==> src/rtl/mvt_pkg.sv <==
package mvt_pkg;

    localparam int FP_W       = 32;
    localparam int CFG_W      = 64;
    localparam int NUM_REGS   = 8;
    localparam int CFG_IDX_W  = 3;
    localparam int NUM_LANES  = 4;
    localparam int MUL_STAGES = 3;
    localparam int ADD_STAGES = 4;
    localparam int LATENCY    = MUL_STAGES + 2 * ADD_STAGES;

    localparam logic [FP_W-1:0] CANON_NAN = 32'h7FC0_0000;
    localparam logic [7:0]      EXP_MAX   = 8'hFF;

    typedef enum logic [CFG_IDX_W-1:0] {
        REG_COL0_XY,
        REG_COL0_ZW,
        REG_COL1_XY,
        REG_COL1_ZW,
        REG_COL2_XY,
        REG_COL2_ZW,
        REG_COL3_XY,
        REG_COL3_ZW
    } cfg_reg_t;

    localparam logic [CFG_W-1:0] CFG_RESET [NUM_REGS] = '{
        64'h0000_0000_3F80_0000,
        64'h0000_0000_0000_0000,
        64'h3F80_0000_0000_0000,
        64'h0000_0000_0000_0000,
        64'h0000_0000_0000_0000,
        64'h0000_0000_3F80_0000,
        64'h0000_0000_0000_0000,
        64'h3F80_0000_0000_0000
    };

    typedef struct packed {
        logic [FP_W-1:0] vec_x;
        logic [FP_W-1:0] vec_y;
        logic [FP_W-1:0] vec_z;
        logic [FP_W-1:0] vec_w;
    } vec_in_t;

    typedef struct packed {
        logic [FP_W-1:0] res_x;
        logic [FP_W-1:0] res_y;
        logic [FP_W-1:0] res_z;
        logic [FP_W-1:0] res_w;
    } vec_out_t;

    typedef struct packed {
        logic nan;
        logic inf;
        logic inf_sign;
    } fp_special_t;

    function automatic logic fp_is_nan(input logic [FP_W-1:0] v);
        return (v[30:23] == EXP_MAX) && (v[22:0] != 23'd0);
    endfunction

    function automatic logic fp_is_inf(input logic [FP_W-1:0] v);
        return (v[30:23] == EXP_MAX) && (v[22:0] == 23'd0);
    endfunction

endpackage

==> src/rtl/mvt_fmul.sv <==
module mvt_fmul (
    input  logic                     aclk,
    input  logic                     en,
    input  logic [mvt_pkg::FP_W-1:0] a,
    input  logic [mvt_pkg::FP_W-1:0] b,
    output logic [mvt_pkg::FP_W-1:0] y
);
    import mvt_pkg::*;

    function automatic logic [5:0] lzc48(input logic [47:0] v);
        logic [5:0] n;
        n = 6'd48;
        for (int i = 0; i < 48; i++) begin
            if (v[i]) begin
                n = 6'(47 - i);
            end
        end
        return n;
    endfunction

    logic [7:0]  ea_eff, eb_eff;
    logic [23:0] ma, mb;
    logic        s1_nan, s1_inf, s1_zero;

    logic [47:0] prod_reg;
    logic [8:0]  esum_reg;
    logic        sign1_reg, nan1_reg, inf1_reg, zero1_reg;

    always_comb begin
        ea_eff  = (a[30:23] == 8'd0) ? 8'd1 : a[30:23];
        eb_eff  = (b[30:23] == 8'd0) ? 8'd1 : b[30:23];
        ma      = {a[30:23] != 8'd0, a[22:0]};
        mb      = {b[30:23] != 8'd0, b[22:0]};
        s1_zero = (a[30:0] == 31'd0) || (b[30:0] == 31'd0);
        s1_nan  = fp_is_nan(a) || fp_is_nan(b)
                || (fp_is_inf(a) && (b[30:0] == 31'd0))
                || (fp_is_inf(b) && (a[30:0] == 31'd0));
        s1_inf  = fp_is_inf(a) || fp_is_inf(b);
    end

    always_ff @(posedge aclk) begin
        if (en) begin
            prod_reg  <= ma * mb;
            esum_reg  <= {1'b0, ea_eff} + {1'b0, eb_eff};
            sign1_reg <= a[31] ^ b[31];
            nan1_reg  <= s1_nan;
            inf1_reg  <= s1_inf;
            zero1_reg <= s1_zero;
        end
    end

    logic [5:0]         lz;
    logic [47:0]        norm;
    logic signed [10:0] er;

    logic [47:0]        norm2_reg;
    logic signed [10:0] er2_reg;
    logic               sign2_reg, nan2_reg, inf2_reg, zero2_reg;

    always_comb begin
        lz   = lzc48(prod_reg);
        norm = prod_reg << lz;
        er   = $signed({2'b00, esum_reg}) - 11'sd126 - $signed({5'd0, lz});
    end

    always_ff @(posedge aclk) begin
        if (en) begin
            norm2_reg <= norm;
            er2_reg   <= er;
            sign2_reg <= sign1_reg;
            nan2_reg  <= nan1_reg;
            inf2_reg  <= inf1_reg;
            zero2_reg <= zero1_reg;
        end
    end

    logic [10:0] sh_full;
    logic [5:0]  sh;
    logic [47:0] shifted;
    logic [48:0] mask;
    logic        lost, g, st, ru;
    logic [23:0] m;
    logic [7:0]  field;
    logic [30:0] mag;
    logic [FP_W-1:0] y_next;
    logic [FP_W-1:0] y_reg;

    always_comb begin
        sh_full = 11'(11'sd1 - er2_reg);
        sh      = (er2_reg >= 11'sd1) ? 6'd0
                : ((sh_full > 11'd48) ? 6'd48 : sh_full[5:0]);
        mask    = (49'd1 << sh) - 49'd1;
        lost    = |(norm2_reg & mask[47:0]);
        shifted = norm2_reg >> sh;
        m       = shifted[47:24];
        g       = shifted[23];
        st      = (|shifted[22:0]) || lost;
        ru      = g && (st || m[0]);
        field   = (er2_reg >= 11'sd1) ? er2_reg[7:0] : 8'd0;
        mag     = {field, m[22:0]} + {30'd0, ru};
        if (nan2_reg) begin
            y_next = CANON_NAN;
        end else if (inf2_reg || (!zero2_reg && (er2_reg >= 11'sd255))) begin
            y_next = {sign2_reg, EXP_MAX, 23'd0};
        end else if (zero2_reg) begin
            y_next = {sign2_reg, 31'd0};
        end else begin
            y_next = {sign2_reg, mag};
        end
    end

    always_ff @(posedge aclk) begin
        if (en) begin
            y_reg <= y_next;
        end
    end

    assign y = y_reg;

endmodule

==> config.mk <==
export PLATFORM = sky130hd
export DESIGN_NAME = mvt_fmul
export DESIGN_NICKNAME = d
export VERILOG_FILES = /design/src/rtl/mvt_pkg.sv /design/src/rtl/mvt_fmul.sv
export SDC_FILE = /design/constraint.sdc
export NUM_CORES = 2
export LEC_CHECK = 0
export BUFFER_PORTS_ARGS = -buffer_cell sky130_fd_sc_hd__buf_2
export CORE_MARGIN = 4
export CORE_UTILIZATION = 35
export DETAILED_ROUTE_END_ITERATION = 10
export PLACE_DENSITY = 0.55
export SYNTH_ARGS = -nofsm -noshare
export SYNTH_HDL_FRONTEND = slang
export SYNTH_SLANG_ARGS = --single-unit
==> constraint.sdc <==
create_clock -name aclk -period 22.8 [get_ports aclk]
set_clock_uncertainty 0.2 [all_clocks]
set_input_delay 2.28 -clock aclk [delete_from_list [all_inputs] [get_ports aclk]]
set_output_delay 2.28 -clock aclk [all_outputs]
set_load 0.01 [all_outputs]
* Word-level counts from Yosys, hierarchy flattened *
Cells that the tools add are included.

storage, ports and cells
  flip-flop bits (word level) = 156
  output and inout port bits = 32
  word-level logic and storage cells = 118

operators by class
  add/subtract/negate cells = 6
  $mul = 1
  order comparisons = 3
  eq/ne operators = 2
  shift-type cells = 3
  multiplexer cells = 55
  bitwise logic cells = 2
  reductions and logical operators = 31

operator list
  cell                     count
  $mux W6                  49
  $logic_not A31 Y1        2
  $and A48 B48 Y48         1
  $mul A24 B24 Y48         1
  $reduce_or A48 Y1        1
  $shl A1 B6 Y48 const A   1
  $shl A48 B6 Y48          1
  $shr A48 B6 Y47          1
  $sub A48 B1 Y48 const B  1
  $logic_not A23 Y1        2
  $reduce_bool A23 Y1      2
  $add A31 B1 Y31          1
  $mux W31                 1
  $mux W8                  3
  $mux W23                 1
  $reduce_or A23 Y1        1
  $eq A8 B8 Y1 const B     2
  $logic_not A8 Y1         2
  $reduce_bool A8 Y1       2
  $ge A11 B2 Y1 const B    1
  $ge A11 B9 Y1 const B    1
  $gt A11 B6 Y1 const B    1
  $sub A10 B7 Y11          1
  $sub A2 B11 Y11 const A  1
  other kinds (9)          23

* Longest topological paths before layout *
  depth in word-level cells = 49
  mapped depth = 29
  gate-level depth less buffers = 28

* Least setup slack after synthesis *
OpenSTA, ideal clock, no wires.

  path kind = input to register
  start point = input b[6] (netlist bit)
  end point = register prod_reg[46] (data pin)
  library setup time = 0.258 ns
  arrival = 9.486 ns
  data required time = 22.342 ns
  slack = 12.857 ns
  stages on the path = 29
  buffers on the path = 2
  path through = clkbuf_1 -> clkbuf_1 -> nand2_1 -> fa_1 -> inv_1 -> fa_1 -> fa_1 -> inv_1 -> fa_1 -> inv_1 -> fa_1 -> inv_1 -> fa_1 -> inv_1 -> fa_1 -> ha_1 -> o21a_1 -> o2111ai_1 -> o22ai_1 -> or3_1 -> a2111o_1 -> a31oi_1 -> o221a_2 -> o211ai_1 -> a31o_2 -> a211oi_1 -> o21ai_0 -> a21oi_1 -> xnor2_1

between the ends
  cells in the longest elaborated chain, start to end = 1

RTL lines
  item                    RTL line        source
  start: declaration      mvt_fmul.sv:5   input logic [mvt_pkg::FP_W-1:0] b,
  $mul A24 B24 Y48        mvt_fmul.sv:43  prod_reg <= ma * mb;
  end signal: assignment  mvt_fmul.sv:43
  end: declaration        mvt_fmul.sv:25  logic [47:0] prod_reg;

Every way passes these cells.
A chain may end at the register's enable or synchronous reset.

* Worst setup path after layout *
  start point = input a[15] (netlist bit)
  end point = register prod_reg[45] (data pin)

between the ends
  cells in the longest elaborated chain, start to end = 1

RTL lines
  item                RTL line        source
  start: declaration  mvt_fmul.sv:4   input logic [mvt_pkg::FP_W-1:0] a,
  $mul A24 B24 Y48    mvt_fmul.sv:43

Every way passes these cells.

==> run_results.csv <==
group,metric,value,unit
sta,max_freq,97.7,MHz
cts,cts_made_buffers,17,
sta,tns,0,ns
global_routing,grt_overflow,0,
synth,async_flop_share,0,
cts,htree_levels,4,
route,drt_pass1_iterations,8,
sta,hold_violations,0,
synth,synth-simple-area-share,0.192,
synth,yosysWarningCount,0,
placement,numPortBuffers,97,
worst_setup_path,path_class,"in -> reg",
synth,seq_area_frac_synth,0.147,
worst_setup_path,cp.required,22.80,ns
status,status,"completed",
hold_path,holdCritPathClass,"reg -> reg",
global_routing,track_usage,0.214,
synth,synth-edff-count,156,
synth,synth.mux.area_fraction,0.0282,
floorplanning,fp.dieArea,95800,um^2
cts,clock-root-buffer,"clkbuf_16",
synth,syn_inst,3662,
cells_and_area,fin_nets,4337,
route,dr.first_iter.drc_count,2557,
synth,synth_ff_type,"edfxtp_1",
sta,tightest_slew,1.22,ns
global_routing,grt_max_degree,82,
synth,synth_area,31800,um^2
synth,yosys.area_share.xor_xnor,0.0226,
cts,cts_tree,"yes",
floorplanning,start_util,0.353,
worst_setup_path,startpoint_type,"input pin",
global_routing,grt_pass1_wl,160000,um
route,vias,26600,
route,drc,0,
route,wire_per_inst,21.4,um
sta,min_period_over_period,0.449,
route,detail-route-antenna-nets,0,
floorplanning,fp.dieH,309,um
cts,clock-sinks,156,
synth,ys_ff_latch,156,
synth,syn_nets,4405,
synth,synth_top_family_by_area,"adder cells",
sta,max-slew-margin-rel,0.174,
global_routing,antenna_found_initial,1,
synth,syn_avg_cell_area,8.69,um^2
cts,clk_latency,0.45,ns
synth,ys_types,94,
sta,rsz0062_at_grt,"no",
cells_and_area,n_antenna_cell,0,
cts,clk_pin_slew,0.07,ns
cts,postCtsResizedCells,0,
floorplanning,boundaryPins,98,
placement,gp_congestion,0.954,
floorplanning,die_w,309,um
synth,synth_adder_area_share,0.381,
cells_and_area,drive_above_1_share,0.0671,
global_routing,grt_pass1_vias,26600,
floorplanning,coreArea,90100,um^2
cells_and_area,regArea,4680,um^2
placement,post-dp-hpwl,78700,um
worst_setup_path,path_max_fanout,25,
sta,finalSetupViolations,0,
floorplanning,rows,110,
run,maxCapViolations,0,
synth,synth-compound-area-share,0.137,
worst_setup_path,crit_arrival,10.23,ns
cells_and_area,multi_input_area,24200,um^2
route,wl,102000,um
sta,fin_crit,10.23,ns
cells_and_area,nFillCells,9358,
cells_and_area,syn_to_final_growth,6.29,%
sta,drv_slew,0,
cts,post_cts_buffers,0,
cts,ctsHoldBuffers,0,
cts,clk_path_buf_depth,2,
route,avgViaCountPerCell,5.57,
worst_setup_path,worstSetupEndpointType,"flip-flop",
-- through the flow --
step / std cells / util / worst slack [ns] / area, um^2 / hold slack, ns
global placement: 4751 / 0.368 / 12.28 / 33200 / 0.203
detailed placement: 4751 / 0.368 / 12.10 / 33200 / 0.205
floorplan: 3662 / - / 12.86 / 31800 / 0.200
finish: 4783 / 0.375 / 12.57 / 33800 / 0.220
global route: 4783 / 0.375 / 12.10 / 33800 / 0.233
CTS: 4783 / 0.375 / 12.59 / 33800 / 0.221
-- cell usage in the layout (no fill, tap or decap), types with 33 or more instances in the layout --
cell type and instances:
edfxtp_1 156, nor4_1 36, buf_4 41, o211ai_1 38, inv_1 543, nand4_1 33, nand3_1 81, and2_1 226
a21oi_1 130, buf_2 96, fa_1 484, o21ai_0 91, nor2_1 177, nor3_1 50, xnor2_1 58, ha_1 193
nand2_1 547, mux2i_1 56
-- cells in the mapped netlist, types with 21 or more instances --
cell / n / share of area
a211oi_1: 34 / 0.0080
a21o_1: 31 / 0.0073
a21oi_1: 130 / 0.020
a31oi_1: 28 / 0.0055
and2_1: 226 / 0.044
and3_1: 24 / 0.0047
clkbuf_1: 193 / 0.023
edfxtp_1: 156 / 0.15
fa_1: 484 / 0.30
ha_1: 193 / 0.076
inv_1: 543 / 0.064
mux2i_1: 56 / 0.018
nand2_1: 547 / 0.065
nand3_1: 81 / 0.013
nand4_1: 33 / 0.0065
nor2_1: 177 / 0.021
nor2b_1: 21 / 0.0041
nor3_1: 51 / 0.0080
nor4_1: 36 / 0.0071
o211ai_1: 38 / 0.0090
o21a_1: 21 / 0.0050
o21ai_0: 91 / 0.014
o22ai_1: 28 / 0.0055
o31ai_1: 26 / 0.0061
xnor2_1: 58 / 0.016
xor2_1: 24 / 0.0066
-- cell type report --
cell class | count | area share
clock buffer | 17 | 0.0126
clock inverter | 15 | 0.00518
inverter | 547 | 0.0607
multi-input combinational | 2734 | 0.716
sequential | 156 | 0.139
tap | 1176 | 0.0435
timing repair buffer | 138 | 0.0236
-- final timing paths --
path / cells past startpoint / slack (ns) / endpoint / startpoint
worst max register to register: 20 / 15.00 / y[20] / er2_reg[1]
worst min register to register: 0 / 0.22 / nan2_reg / nan1_reg
worst min-delay path: 0 / 0.22 / nan2_reg / nan1_reg
worst max-delay path: 25 / 12.57 / prod_reg[45] / a[15]
-- cell families (layout without fill, tap and decap cells) --
| logic type | after synthesis | count (layout) |
|---|---|---|
| flops | 156 | 156 |
| xor+xnor | 82 | 82 |
| fa+ha+maj | 677 | 677 |
| compound gates | 626 | 626 |
| simple gates | 1268 | 1268 |
| buf+inv | 772 | 717 |
| mux | 81 | 81 |
-- critical path, stage by stage --
cell	delay (ns)
buf_2	0.48
nand2_1	0.17
fa_1	0.56
inv_1	0.05
fa_1	0.48
fa_1	0.59
fa_1	0.47
fa_1	0.55
inv_1	0.05
fa_1	0.47
inv_1	0.05
fa_1	0.43
ha_1	0.39
o21a_1	0.22
o21a_1	0.18
nand3_1	0.10
nor3_1	0.08
a2111oi_0	0.85
o31ai_1	0.31
a31oi_1	0.45
o211ai_1	0.15
a31oi_1	0.31
nor2b_1	0.27
o31ai_1	0.13
xnor2_1	0.14
-- layer usage --
metal / up-vias / share of wire / wire length, um / track usage
li1: 12000 / - / - / -
met1: 13300 / 0.44 / 45400 / 0.302
met2: 1085 / 0.46 / 46900 / 0.348
met3: 193 / 0.066 / 6760 / 0.0218
met4: 0 / 0.033 / 3380 / 0.0696
met5: - / 0 / 0 / 0
Power is left out: the tool's default activity adds up to more than one toggle a clock period on the data nets, which glitch-free logic cannot reach.
