==> src/rtl/mvt_pkg.sv <==
package mvt_pkg;

    localparam int FP_W       = 32;
    localparam int CFG_W      = 64;
    localparam int NUM_REGS   = 8;
    localparam int CFG_IDX_W  = 3;
    localparam int NUM_LANES  = 4;
    localparam int MUL_STAGES = 3;
    localparam int ADD_STAGES = 4;
    localparam int LATENCY    = MUL_STAGES + 2 * ADD_STAGES;

    localparam logic [FP_W-1:0] CANON_NAN = 32'h7FC0_0000;
    localparam logic [7:0]      EXP_MAX   = 8'hFF;

    typedef enum logic [CFG_IDX_W-1:0] {
        REG_COL0_XY,
        REG_COL0_ZW,
        REG_COL1_XY,
        REG_COL1_ZW,
        REG_COL2_XY,
        REG_COL2_ZW,
        REG_COL3_XY,
        REG_COL3_ZW
    } cfg_reg_t;

    localparam logic [CFG_W-1:0] CFG_RESET [NUM_REGS] = '{
        64'h0000_0000_3F80_0000,
        64'h0000_0000_0000_0000,
        64'h3F80_0000_0000_0000,
        64'h0000_0000_0000_0000,
        64'h0000_0000_0000_0000,
        64'h0000_0000_3F80_0000,
        64'h0000_0000_0000_0000,
        64'h3F80_0000_0000_0000
    };

    typedef struct packed {
        logic [FP_W-1:0] vec_x;
        logic [FP_W-1:0] vec_y;
        logic [FP_W-1:0] vec_z;
        logic [FP_W-1:0] vec_w;
    } vec_in_t;

    typedef struct packed {
        logic [FP_W-1:0] res_x;
        logic [FP_W-1:0] res_y;
        logic [FP_W-1:0] res_z;
        logic [FP_W-1:0] res_w;
    } vec_out_t;

    typedef struct packed {
        logic nan;
        logic inf;
        logic inf_sign;
    } fp_special_t;

    function automatic logic fp_is_nan(input logic [FP_W-1:0] v);
        return (v[30:23] == EXP_MAX) && (v[22:0] != 23'd0);
    endfunction

    function automatic logic fp_is_inf(input logic [FP_W-1:0] v);
        return (v[30:23] == EXP_MAX) && (v[22:0] == 23'd0);
    endfunction

endpackage

==> src/rtl/mvt_fadd.sv <==
module mvt_fadd (
    input  logic                     aclk,
    input  logic                     en,
    input  logic [mvt_pkg::FP_W-1:0] a,
    input  logic [mvt_pkg::FP_W-1:0] b,
    output logic [mvt_pkg::FP_W-1:0] y
);
    import mvt_pkg::*;

    function automatic logic [4:0] lzc27(input logic [26:0] v);
        logic [4:0] n;
        n = 5'd27;
        for (int i = 0; i < 27; i++) begin
            if (v[i]) begin
                n = 5'(26 - i);
            end
        end
        return n;
    endfunction

    logic [FP_W-1:0] big, little;
    fp_special_t     sp1;

    logic [23:0] bigm1_reg, smallm1_reg;
    logic [7:0]  ebig1_reg, d1_reg;
    logic        sub1_reg, sign1_reg;
    fp_special_t sp1_reg;

    always_comb begin
        if (a[30:0] >= b[30:0]) begin
            big    = a;
            little = b;
        end else begin
            big    = b;
            little = a;
        end
        sp1.nan      = fp_is_nan(a) || fp_is_nan(b)
                     || (fp_is_inf(a) && fp_is_inf(b) && (a[31] != b[31]));
        sp1.inf      = fp_is_inf(a) || fp_is_inf(b);
        sp1.inf_sign = fp_is_inf(a) ? a[31] : b[31];
    end

    always_ff @(posedge aclk) begin
        if (en) begin
            bigm1_reg   <= {big[30:23] != 8'd0, big[22:0]};
            smallm1_reg <= {little[30:23] != 8'd0, little[22:0]};
            ebig1_reg   <= (big[30:23] == 8'd0) ? 8'd1 : big[30:23];
            d1_reg      <= ((big[30:23] == 8'd0) ? 8'd1 : big[30:23])
                         - ((little[30:23] == 8'd0) ? 8'd1 : little[30:23]);
            sub1_reg    <= a[31] ^ b[31];
            sign1_reg   <= big[31];
            sp1_reg     <= sp1;
        end
    end

    logic [4:0]  dc;
    logic [26:0] ext, al;
    logic [27:0] amask;
    logic [27:0] sum;

    logic [27:0] sum2_reg;
    logic [7:0]  ebig2_reg;
    logic        sub2_reg, sign2_reg;
    fp_special_t sp2_reg;

    always_comb begin
        dc    = (d1_reg > 8'd27) ? 5'd27 : d1_reg[4:0];
        ext   = {smallm1_reg, 3'b000};
        amask = (28'd1 << dc) - 28'd1;
        al    = ext >> dc;
        al[0] = al[0] | (|(ext & amask[26:0]));
        if (sub1_reg) begin
            sum = {1'b0, bigm1_reg, 3'b000} - {1'b0, al};
        end else begin
            sum = {1'b0, bigm1_reg, 3'b000} + {1'b0, al};
        end
    end

    always_ff @(posedge aclk) begin
        if (en) begin
            sum2_reg  <= sum;
            ebig2_reg <= ebig1_reg;
            sub2_reg  <= sub1_reg;
            sign2_reg <= sign1_reg;
            sp2_reg   <= sp1_reg;
        end
    end

    logic [4:0]  lz;
    logic [7:0]  lim, sh;
    logic [26:0] n;
    logic [8:0]  e;

    logic [26:0] n3_reg;
    logic [8:0]  e3_reg;
    logic        sign3_reg;
    fp_special_t sp3_reg;

    always_comb begin
        lz  = lzc27(sum2_reg[26:0]);
        lim = ebig2_reg - 8'd1;
        sh  = ({3'd0, lz} < lim) ? {3'd0, lz} : lim;
        if (sum2_reg[27]) begin
            n = {sum2_reg[27:2], sum2_reg[1] | sum2_reg[0]};
            e = {1'b0, ebig2_reg} + 9'd1;
        end else begin
            n = sum2_reg[26:0] << sh;
            e = {1'b0, ebig2_reg} - {1'b0, sh};
        end
    end

    always_ff @(posedge aclk) begin
        if (en) begin
            n3_reg    <= n;
            e3_reg    <= e;
            sign3_reg <= (sub2_reg && (sum2_reg == 28'd0)) ? 1'b0 : sign2_reg;
            sp3_reg   <= sp2_reg;
        end
    end

    logic            ru;
    logic [7:0]      field;
    logic [30:0]     mag;
    logic [FP_W-1:0] y_next;
    logic [FP_W-1:0] y_reg;

    always_comb begin
        ru    = n3_reg[2] && (n3_reg[1] || n3_reg[0] || n3_reg[3]);
        field = n3_reg[26] ? e3_reg[7:0] : 8'd0;
        mag   = {field, n3_reg[25:3]} + {30'd0, ru};
        if (sp3_reg.nan) begin
            y_next = CANON_NAN;
        end else if (sp3_reg.inf) begin
            y_next = {sp3_reg.inf_sign, EXP_MAX, 23'd0};
        end else if (e3_reg >= 9'd255) begin
            y_next = {sign3_reg, EXP_MAX, 23'd0};
        end else begin
            y_next = {sign3_reg, mag};
        end
    end

    always_ff @(posedge aclk) begin
        if (en) begin
            y_reg <= y_next;
        end
    end

    assign y = y_reg;

endmodule

==> config.mk <==
export PLATFORM = sky130hd
export DESIGN_NAME = mvt_fadd
export DESIGN_NICKNAME = d
export VERILOG_FILES = /design/src/rtl/mvt_pkg.sv /design/src/rtl/mvt_fadd.sv
export SDC_FILE = /design/constraint.sdc
export NUM_CORES = 1
export LEC_CHECK = 0
export BUFFER_PORTS_ARGS = -buffer_cell sky130_fd_sc_hd__buf_4
export CELL_PAD_IN_SITES_DETAIL_PLACEMENT = 2
export CELL_PAD_IN_SITES_GLOBAL_PLACEMENT = 2
export CORE_ASPECT_RATIO = 0.5
export CORE_MARGIN = 2
export CORE_UTILIZATION = 41
export CTS_BUF_LIST = sky130_fd_sc_hd__clkbuf_8
export CTS_CLUSTER_DIAMETER = 60
export DETAILED_ROUTE_END_ITERATION = 8
export HOLD_SLACK_MARGIN = 0.12
export PLACE_DENSITY = 0.84
export SKIP_CTS_REPAIR_TIMING = 1
export SLEW_MARGIN = 20
export SYNTH_ARGS = -nofsm -noshare
export SYNTH_HDL_FRONTEND = slang
export SYNTH_SLANG_ARGS = --single-unit
==> constraint.sdc <==
create_clock -name aclk -period 6.6 [get_ports aclk]
set_clock_uncertainty 0.15 [all_clocks]
set_input_delay 0.66 -clock aclk [delete_from_list [all_inputs] [get_ports aclk]]
set_output_delay 0.66 -clock aclk [all_outputs]
set_load 0.005 [all_outputs]
* After elaboration in Yosys (flattened, before gate mapping)
Index checks and enable logic that the tools add are counted.
Word-level totals: flip-flop bits (word level) 182, bits in latches 0, RAM bits 0, memory bits (read-only) 0, input port bits 66, word-level logic and storage cells 111, memories kept 0
Cells by class: add/sub/neg operators 8, multipliers 0, div/mod/pow operators 0, order comparisons 4, eq/ne operators 3, shift operators 3, mux-type cells 40, bitwise gates (word level) 4, reductions and logical operators 24
Operators with widths (number):
- $mux W5 | 27
- $mux W32 | 2
- $mux W31 | 2
- $logic_not A23 Y1 | 2
- $reduce_bool A23 Y1 | 2
- $mux W8 | 4
- $add A31 B1 Y31 | 1
- $ge A31 B31 Y1 | 1
- $add A27 B27 Y28 | 1
- $logic_not A28 Y1 | 1
- $mux W28 | 1
- $sub A27 B27 Y28 | 1
- $and A27 B27 Y27 | 1
- $reduce_or A27 Y1 | 1
- $shl A1 B5 Y27 const A | 1
- $shl A27 B8 Y27 | 1
- $shr A27 B5 Y27 | 1
- $sub A27 B1 Y27 const B | 1
- $mux W26 | 1
- $eq A8 B8 Y1 const B | 2
- $logic_not A8 Y1 | 2
- $reduce_bool A8 Y1 | 2
- $add A8 B1 Y9 const B | 1
- $ge A9 B8 Y1 const B | 1
- other kinds (13) | 26

* Longest topological paths before layout
Gate-level depths: netlist of the first run.
word-level depth 31, depth in mapped cells 27, depth with buffers taken out 25

* Worst setup path after synthesis of the first run
No wires, ideal clock.
path kind reg2reg, from register d1_reg[7], to register sum2_reg[26] (data pin), arrival 4.948 ns, path slack 1.242 ns, cell stages (with the launch flop) 24, path buffers 2, period minus slack after synthesis 5.358 ns, cell sequence edfxtp_1 nor3_2 and2_1 clkbuf_1 buf_1 o21ai_0 o21ai_0 nor2_1 a311oi_1 a21oi_1 nor2_1 ha_1 a21o_1 a21o_1 a2111oi_0 o31ai_1 o311ai_0 a31oi_1 a31oi_1 nor2_1 mux2i_1 nand3_1 o211ai_1 nor3b_1
Between the ends: longest elaborated chain between the ends 9
Ends and longest elaborated chain:
- start: declaration | RTL line mvt_fadd.sv:25 | logic [7:0] ebig1_reg, d1_reg;
- start signal: assignment | RTL line mvt_fadd.sv:48 | d1_reg <= ((big[30:23] == 8'd0) ? 8'd1 : big[30:23])
- $gt A8 B5 Y1 * | RTL line mvt_fadd.sv:67 | dc = (d1_reg > 8'd27) ? 5'd27 : d1_reg[4:0];
- $mux W5 * | RTL line mvt_fadd.sv:67
- $shl A1 B5 Y27 | RTL line mvt_fadd.sv:69 | amask = (28'd1 << dc) - 28'd1;
- $sub A27 B1 Y27 | RTL line mvt_fadd.sv:69
- $and A27 B27 Y27 | RTL line mvt_fadd.sv:71 | al[0] = al[0] | (|(ext & amask[26:0]));
- $reduce_or A27 Y1 | RTL line mvt_fadd.sv:71
- $or A1 B1 Y1 | RTL line mvt_fadd.sv:71
- $add A27 B27 Y28 or $sub A27 B27 Y28 (tied branches) | RTL line mvt_fadd.sv:75, mvt_fadd.sv:73
- $mux W28 * | RTL line mvt_fadd.sv:72 | if (sub1_reg) begin
- named net sum[26] | RTL line mvt_fadd.sv:59 | logic [27:0] sum;
- end signal: assignment | RTL line mvt_fadd.sv:81 | sum2_reg <= sum;
- end: declaration | RTL line mvt_fadd.sv:61 | logic [27:0] sum2_reg;
The timed path passes the listed nets; every way through them passes the cells marked *. A chain may end at the register's enable or synchronous reset.

* Worst setup path in the final report of the first run
Ends and elaborated chain as after synthesis.

==> results of run 1 <==
[kinds of logic (layout without fill, tap and decap cells)]
logic type | count (synthesis) | count (layout)
fa+ha+maj | 106 | 106
compound gates | 408 | 408
mux | 154 | 154
simple gates | 511 | 511
xor+xnor | 68 | 68
buf+inv | 186 | 280
flops | 182 | 182
[worst max-delay path by stage]
stage | start | end | slack [ns] | depth (start not counted)
after floorplan | d1_reg[7] | sum2_reg[26] | 1.24 | 23
after global placement | d1_reg[7] | sum2_reg[26] | 0.46 | 21
after detailed placement | d1_reg[7] | sum2_reg[26] | -0.09 | 25
after CTS | d1_reg[7] | sum2_reg[26] | -0.19 | 25
after global routing | d1_reg[7] | sum2_reg[26] | -0.09 | 25
final | d1_reg[7] | sum2_reg[26] | 0.25 | 25
[critical path, stage by stage (launching register included)]
cell,delay [ns]
edfxtp_1,0.51
or3_4,0.53
nor3_4,0.29
buf_4,0.19
mux2i_1,0.11
nand2_1,0.10
o21ai_0,0.12
o21ai_1,0.27
nor2_1,0.07
a311oi_1,0.26
a21oi_1,0.06
nor2_1,0.18
ha_1,0.35
a21o_1,0.19
a21o_1,0.23
a2111oi_2,0.45
o31ai_1,0.20
o311ai_1,0.42
buf_4,0.20
a31oi_1,0.13
a31oi_1,0.31
nor2_1,0.11
mux2i_1,0.14
nand3_1,0.09
o211ai_1,0.09
nor3b_1,0.35
[area by class of cell]
class,instances,area share [%]
multi-input cells,1247,52.7
repair buffers,137,6.27
flip-flops and latches,182,32.6
well taps,484,3.61
clock buffers,17,1.39
clock inverters,15,0.954
inverters,111,2.48
[cells in the mapped netlist, types with 7 or more instances]
master | n | area [um2]
a211oi_1 | 8 | 60.1
a21o_1 | 29 | 218
a21oi_1 | 104 | 521
a22oi_1 | 7 | 52.6
a31oi_1 | 22 | 138
and2_1 | 7 | 43.8
and3_1 | 17 | 106
buf_2 | 13 | 65.1
clkbuf_1 | 54 | 203
edfxtp_1 | 182 | 5470
ha_1 | 103 | 1290
inv_1 | 110 | 413
mux2_2 | 44 | 495
mux2i_1 | 96 | 961
mux4_2 | 13 | 293
nand2_1 | 165 | 619
nand2b_1 | 26 | 163
nand3_1 | 47 | 235
nand4_1 | 14 | 87.6
nor2_1 | 126 | 473
nor2b_1 | 11 | 68.8
nor3_1 | 39 | 195
nor4_1 | 23 | 144
o211ai_1 | 10 | 75.1
o21a_1 | 9 | 67.6
o21ai_0 | 101 | 505
o21bai_1 | 16 | 120
o22ai_1 | 9 | 56.3
o31a_1 | 7 | 61.3
o31ai_1 | 14 | 105
or3_1 | 12 | 75.1
xnor2_1 | 44 | 385
xor2_1 | 24 | 210
[stage by stage]
step | hold slack [ns] | std cells | TNS [ns] | instance area [um2] | setup slack [ns]
2_1_floorplan | 0.250 | 1615 | 0 | 15000 | 1.24
3_3_place_gp | 0.253 | 2159 | 0 | 16300 | 0.459
3_5_place_dp | 0.261 | 2159 | -0.0879 | 16300 | -0.0879
4_1_cts | 0.282 | 2191 | -0.191 | 16700 | -0.191
5_1_grt | 0.292 | 2193 | -0.0860 | 16800 | -0.0860
6_report | 0.285 | 2193 | 0 | 16800 | 0.250
[routing by layer]
layer	share of wire (%)	global-route usage (%)	wire length [um]	vias to the layer above
met4	3.4	11.7	1990	0
li1	-	-	-	6130
met3	4.9	4.93	2870	112
met5	0	0	0	-
met2	49	52.4	28700	445
met1	43	37.8	24800	6865
[report_power, final]
group / total, mW / internal [mW] / leakage, nW / switching (mW)
Clock: 0.805 / 0.284 / 0.200 / 0.522
Combinational: 1.97 / 0.762 / 4.85 / 1.21
Sequential: 1.77 / 1.53 / 1.78 / 0.242
Total: 4.55 / 2.57 / 6.83 / 1.97
==> metrics.yaml, run 1 <==
finish:
  num_antenna_cells: 0
  multi_input_area_mm2: 0.00885
  seqCellArea_mm2: 0.00547
  largest_register_ffs: 32
  layout.nets: 1868
  post-route-util_pct: 46.7
  drive_gt1_share_pct: 14.8
  mostFrequentLayoutCell: "edfxtp_1"
  area_growth_pct: 12.1
  fillers: 3914
  layout_common_cells: "182 x edfxtp_1, 165 x nand2_1, 135 x buf_4"
clock_network:
  cts_tree: "done"
  clk_latency_ns: 0.53
  cts-buffers-inserted: 17
  clock_path_buffers: 2
  clock_sinks: 182
  cts_root_buf: "clkbuf_8"
  cts_max_level: 4
  path_clk_slew_ns: 0.11
routing:
  num_vias: 13600
  finalWirelength_um: 58300
  drtIter0Drc: 1058
  drt_pass1_iterations: 5
  wl_per_cell_um: 26.6
  ant_nets: 0
  vias_per_cell: 6.18
  route.detailed.drc: 0
yosys:
  syn_nets: 1787
  ys_types: 81
  ys.flop_type: "edfxtp_1"
  yosys_register_bits: 182
  synth_edf_count: 182
  yosysWarnings: 0
  yosysSeqAreaShare_pct: 36.5
  synth_top_family_by_area: "compound AO/OA/AOI/OAI gates"
  synth.avg_cell_area_um2: 9.27
  synthMuxAreaShare_pct: 11.8
  synth_area_mm2: 0.0150
  synthSimpleGateAreaFrac_pct: 16.2
  synth_compound_area_share_pct: 17.7
  synthArstFlopShare_pct: 0
  synthAdderAreaFrac_pct: 9.01
  syn_inst: 1615
  synth-xor-area-share_pct: 3.98
min_path:
  worst_hold_path_type: "flip-flop to flip-flop"
  min_from: "sp2_reg[0]"
  holdPathEnd: "sp3_reg[0]"
  holdPathStages: 0
critical_path:
  crit_fanout: 13
  rr_startpoint: "d1_reg[7]"
  r2r_end: "sum2_reg[26]"
  crit_required_ns: 6.75
  rrSetupSlack_ns: 0.25
  critPathArrivalTime_ns: 6.50
  crit_type: "flip-flop to flip-flop"
  reg2reg_depth: 25
  critPathLaunchType: "flip-flop"
  crit_path_end_kind: "flip-flop"
power:
  total_power_mw: 4.55
  max-vdd-ir-drop_v: 0.0000989
  power.static_leakage_nw: 6.83
  power.density_mw_per_mm2: 271
placement:
  port_buffers: 97
  finalWeightedCongestion: 0.969
  dp_hpwl_um: 45500
die:
  die_h_um: 139
  die_w_um: 274
  die_area_mm2: 0.0382
  core_mm2: 0.0359
  fp-row-count: 49
  num_io_pins: 98
  start_util_pct: 41.7
global_route:
  grt_pass1_wl_um: 88100
  antenna_found_initial: 0
  grt-ovfl-total: 0
  grt_pass1_vias: 14700
  grt_start_max_net_pins: 117
  grt_use_total_pct: 30.3
timing:
  period_minus_slack_ns: 6.35
  finalHoldViolCount: 0
  maxSlewViolCount: 0
  worst_pin_slew_ns: 0.864
  max_freq_mhz: 157
  setup_viol: 0
  maxSlewHeadroom_pct: 42.4
  period_share_pct: 96.2
flow_run:
  maxCapViolations: 0
status:
  outcome: "finished, final reports clean"
Power figures use the tool's default switching activity.
==> run 2, diff against run 1 <==
Settings changed: CTS_BUF_LIST sky130_fd_sc_hd__clkbuf_8 to sky130_fd_sc_hd__clkbuf_4.
==> metrics.yaml, run 2 (synthesized netlist as in run 1, its figures left out) <==
clock_network:
  cts_tree: "done"
  cts_max_level: 4
  clk_latency_ns: 0.69
  path_clk_slew_ns: 0.21
  cts-buffers-inserted: 17
  clock_path_buffers: 2
  clock_sinks: 182
  cts_root_buf: "clkbuf_4"
die:
  start_util_pct: 41.7
  die_w_um: 274
  fp-row-count: 49
  die_h_um: 139
  core_mm2: 0.0359
  die_area_mm2: 0.0382
  num_io_pins: 98
placement:
  dpl_cell_area_mm2: 0.0163
  dp_hpwl_um: 45500
  finalWeightedCongestion: 0.969
  port_buffers: 97
critical_path:
  crit_top_cell: "nor2_1"
  reg2reg_depth: 23
  crit_path_end_kind: "flip-flop"
  cp_top_family: "compound AO/OA/AOI/OAI gates"
  worst_path_max_delay_cell: "edfxtp_1"
  rrSetupSlack_ns: 0.18
  r2r_end: "sum2_reg[26]"
  path_buf_inv: 2
  critPathLaunchType: "flip-flop"
  cp_num_cells: 23
  cp-endpoint: "sum2_reg[26]"
  rr_startpoint: "d1_reg[7]"
  path_cells: "or3_4, nor3_4, buf_4, mux2i_1, a22oi_1, nor2_1, a211oi_1, a21oi_1, nor2_1, ha_1, a21o_1, a21o_1, a2111oi_2, o31ai_1, o311ai_1, buf_4, a31oi_1, a31oi_1, nor2_1, mux2i_1, nand3_1, o211ai_1, nor3b_1"
  crit_type: "flip-flop to flip-flop"
  startpoint: "d1_reg[7]"
  crit_required_ns: 6.93
  cpPeakStageDelay_ns: 0.54
  crit_fanout: 13
  critPathArrivalTime_ns: 6.75
timing:
  maxSlewViolCount: 0
  worst_pin_slew_ns: 0.864
  finalHoldViolCount: 0
  maxSlewHeadroom_pct: 42.4
  period_share_pct: 97.3
  period_minus_slack_ns: 6.42
  max_freq_mhz: 156
  setup_viol: 0
  fin_setup_tns_ns: 0
routing:
  drt_pass1_iterations: 5
  vias_per_cell: 6.19
  drtIter0Drc: 1068
  finalWirelength_um: 57700
  wl_per_cell_um: 26.3
  route.detailed.drc: 0
  ant_nets: 0
  num_vias: 13600
power:
  max-vdd-ir-drop_v: 0.000118
  power.density_mw_per_mm2: 265
  power.static_leakage_nw: 6.79
global_route:
  antenna_found_initial: 1
  grt_pass1_vias: 14700
  grt_pass1_wl_um: 88500
  grt_start_max_net_pins: 117
  grt-ovfl-total: 0
  grt_use_total_pct: 30.2
finish:
  largest_register_ffs: 32
  layout.nets: 1869
  drive_gt1_share_pct: 14.9
  final_area_mm2: 0.0167
  fillers: 3897
  layout_common_cells: "182 x edfxtp_1, 165 x nand2_1, 136 x buf_4"
  area_growth_pct: 11.6
  mostFrequentLayoutCell: "edfxtp_1"
  post-route-util_pct: 46.5
flow_run:
  maxCapViolations: 0
status:
  outcome: "finished, final reports clean"
min_path:
  worst_hold_path_type: "input port to flip-flop"
==> run 2: cell count changes in the layout (fill, tap and decap cells not counted), sizes merged <==
cell | previous run | this run
diode | 0 | 2
buf | 137 | 138
clkbuf | 17 | 18
inv | 118 | 117
==> run 2: worst min-delay path by stage <==
| stage | to | startpoint | cells after the start |
|---|---|---|---|
| after floorplan | ebig2_reg[0] | ebig1_reg[0] | 0 |
| after global placement | sp2_reg[2] | sp1_reg[2] | 0 |
| after detailed placement | sp3_reg[0] | sp2_reg[0] | 0 |
| after CTS | smallm1_reg[9] | a[9] | 3 |
| after global routing | bigm1_reg[13] | b[13] | 2 |
| final | smallm1_reg[9] | a[9] | 3 |
==> run 2: cell type report <==
type	instances	area, um2	share of cell area, %
Antenna cell	2	5.00	0.0300
Clock inverter	14	156	0.936
Tap cell	484	606	3.62
Multi-Input combinational cell	1247	8860	53.1
Inverter	111	417	2.49
Sequential cell	182	5470	32.7
Clock buffer	18	135	0.809
Timing Repair Buffer	138	1060	6.34
==> run 2: metrics by stage <==
| step | hold slack, ns | std cells | setup WS (ns) | total power [mW] |
|---|---|---|---|---|
| floorplan | 0.250 | 1615 | 1.24 | 2.96 |
| global placement | 0.253 | 2159 | 0.459 | 3.56 |
| detailed placement | 0.261 | 2159 | -0.0879 | 3.70 |
| CTS | 0.111 | 2191 | -0.207 | 4.39 |
| global route | 0.120 | 2195 | -0.0210 | 4.65 |
| finish | 0.128 | 2196 | 0.178 | 4.42 |
==> run 2: layer usage <==
layer,wire length [um],vias to the layer above,GRT usage (%)
li1,-,6141,-
met1,25000,6922,38.4
met2,28600,430,53.2
met3,2480,105,3.69
met4,1680,0,10.3
met5,0,-,0
==> run 2: worst register-to-register path, cell delays in order, from the launching register on <==
cell       delay (ns)
edfxtp_1         0.54
or3_4            0.53
nor3_4           0.26
buf_4            0.19
mux2i_1          0.15
a22oi_1          0.28
nor2_1           0.07
a211oi_1         0.49
a21oi_1          0.15
nor2_1           0.19
ha_1             0.35
a21o_1           0.19
a21o_1           0.23
a2111oi_2        0.44
o31ai_1          0.20
o311ai_1         0.42
buf_4            0.20
a31oi_1          0.14
a31oi_1          0.31
nor2_1           0.11
mux2i_1          0.14
nand3_1          0.09
o211ai_1         0.09
nor3b_1          0.32
==> run 2: report_power, final <==
part | internal, mW | switching (mW) | total, mW | leakage, nW
sequential | 1.53 | 0.242 | 1.77 | 1.78
combinational | 0.763 | 1.20 | 1.97 | 4.86
clock | 0.178 | 0.506 | 0.684 | 0.155
==> run 3, diff against run 2 <==
Settings changed: BUFFER_PORTS_ARGS -buffer_cell sky130_fd_sc_hd__buf_4 to default, CORE_UTILIZATION 41 to 43, DONT_BUFFER_PORTS from default to 1.
==> metrics.yaml, run 3 (synthesized netlist as in run 1, its figures left out) <==
placement:
  port_buffers: 0
  finalWeightedCongestion: 1.01
  dp_hpwl_um: 43100
  dp_cells: 2053
  dpl_cell_area_mm2: 0.0156
  pre_cts_slack_ns: 0.0727
critical_path:
  crit_required_ns: 6.88
  r2r_end: "sum2_reg[26]"
  critPathLaunchType: "flip-flop"
  crit_path_end_kind: "flip-flop"
  path_cells: "or3_4, nor3_4, buf_4, mux2i_1, mux2i_1, nand2_1, a311oi_1, a21oi_1, nor2_1, ha_1, a21o_1, a21o_1, a2111oi_1, buf_4, o31ai_1, o311ai_2, a31oi_1, a31oi_2, nor2_1, mux2i_1, nand3_1, o211ai_1, nor3b_1"
  cpPeakStageDelay_ns: 0.53
  crit_fanout: 13
  crit_top_cell: "mux2i_1"
  rrSetupSlack_ns: 0.27
  startpoint: "d1_reg[7]"
  cp-endpoint: "sum2_reg[26]"
  reg2reg_depth: 23
  critPathArrivalTime_ns: 6.61
  worst_path_max_delay_cell: "or3_4"
  rr_startpoint: "d1_reg[7]"
  crit_type: "flip-flop to flip-flop"
clock_network:
  clock_path_buffers: 2
  cts-buffers-inserted: 17
  clock_sinks: 182
  clk_latency_ns: 0.66
  cts_tree: "done"
  cts_max_level: 4
  path_clk_slew_ns: 0.17
  cts_root_buf: "clkbuf_4"
power:
  power.static_leakage_nw: 6.57
  p_seq_share_pct: 40.3
  power.density_mw_per_mm2: 266
  total_power_mw: 4.41
  swShare_pct: 43.3
  combPwrFrac_pct: 44.1
  max-vdd-ir-drop_v: 0.000103
  power.net_switching_mw: 1.91
  p_int_mw: 2.50
  clockPowerShare_pct: 15.6
finish:
  drive_gt1_share_pct: 9.46
  fillers: 3639
  post-route-util_pct: 48.2
  mostFrequentLayoutCell: "edfxtp_1"
  layout.nets: 1830
  layout_common_cells: "182 x edfxtp_1, 165 x nand2_1, 126 x nor2_1"
  largest_register_ffs: 32
  final_area_mm2: 0.0166
  area_growth_pct: 10.7
  stdcell_count: 2147
global_route:
  grt_pass1_wl_um: 84500
  grt_pass1_vias: 14200
  grt_use_total_pct: 30.5
  grt-ovfl-total: 0
  antenna_found_initial: 1
  grt_start_max_net_pins: 183
die:
  fp-row-count: 48
  num_io_pins: 98
  die_area_mm2: 0.0364
  die_w_um: 268
  start_util_pct: 43.5
  die_h_um: 136
  core_mm2: 0.0344
routing:
  vias_per_cell: 6.29
  drtIter0Drc: 984
  wl_per_cell_um: 27.5
  finalWirelength_um: 59000
  route.detailed.drc: 0
  drt_pass1_iterations: 7
  ant_nets: 0
  num_vias: 13500
timing:
  period_share_pct: 95.9
  period_minus_slack_ns: 6.33
  fin_ws_ns: 0.271
  worst_pin_slew_ns: 0.853
  maxSlewHeadroom_pct: 43.2
  finalHoldViolCount: 0
  whs_ns: 0.139
  maxSlewViolCount: 0
  fin_setup_tns_ns: 0
  setup_viol: 0
  max_freq_mhz: 158
min_path:
  min_from: "b[12]"
  worst_hold_path_type: "input port to flip-flop"
flow_run:
  maxCapViolations: 0
status:
  outcome: "finished, final reports clean"
==> run 3: how the worst min path moves through the flow <==
stage,to,slack (ns),cells after the start
floorplan,ebig2_reg[0],0.25,0
global placement,sp3_reg[2],0.26,0
detailed placement,sp2_reg[2],0.27,0
CTS,smallm1_reg[3],-0.06,0
global route,smallm1_reg[11],0.12,2
finish,smallm1_reg[12],0.14,2
==> run 3: worst max-delay path, delay by kind of cell, from the launching register on <==
family,cells,cell delay [ns]
simple gates,7,1.64
flops,1,0.52
mux,3,0.61
fa+ha+maj,1,0.36
buf+inv,2,0.46
compound gates,10,2.36
==> run 3: layer usage <==
| layer | global-route usage (%) | vias to the layer above | wire [um] |
|---|---|---|---|
| li1 | - | 6062 | - |
| met1 | 37.5 | 6918 | 25000 |
| met2 | 54.6 | 419 | 29300 |
| met3 | 5.18 | 113 | 2900 |
| met4 | 9.75 | 0 | 1850 |
| met5 | 0 | - | 0 |
==> run 3: layout make-up <==
| type | count | area (um2) | share of cell area, % |
|---|---|---|---|
| Multi-Input combinational cell | 1247 | 8870 | 53.5 |
| Tap cell | 475 | 594 | 3.58 |
| Clock buffer | 18 | 135 | 0.815 |
| Timing Repair Buffer | 99 | 931 | 5.61 |
| Antenna cell | 1 | 2.50 | 0.0151 |
| Clock inverter | 14 | 163 | 0.981 |
| Inverter | 111 | 417 | 2.51 |
| Sequential cell | 182 | 5470 | 33.0 |
==> run 3: power groups by stage <==
stage	clock network [mW]	registers [mW]	logic (mW)
floorplan	0	1.66	1.29
global placement	0	1.77	1.70
detailed placement	0	1.79	1.81
CTS	0.689	1.77	1.82
global route	0.731	1.80	2.10
finish	0.686	1.78	1.94
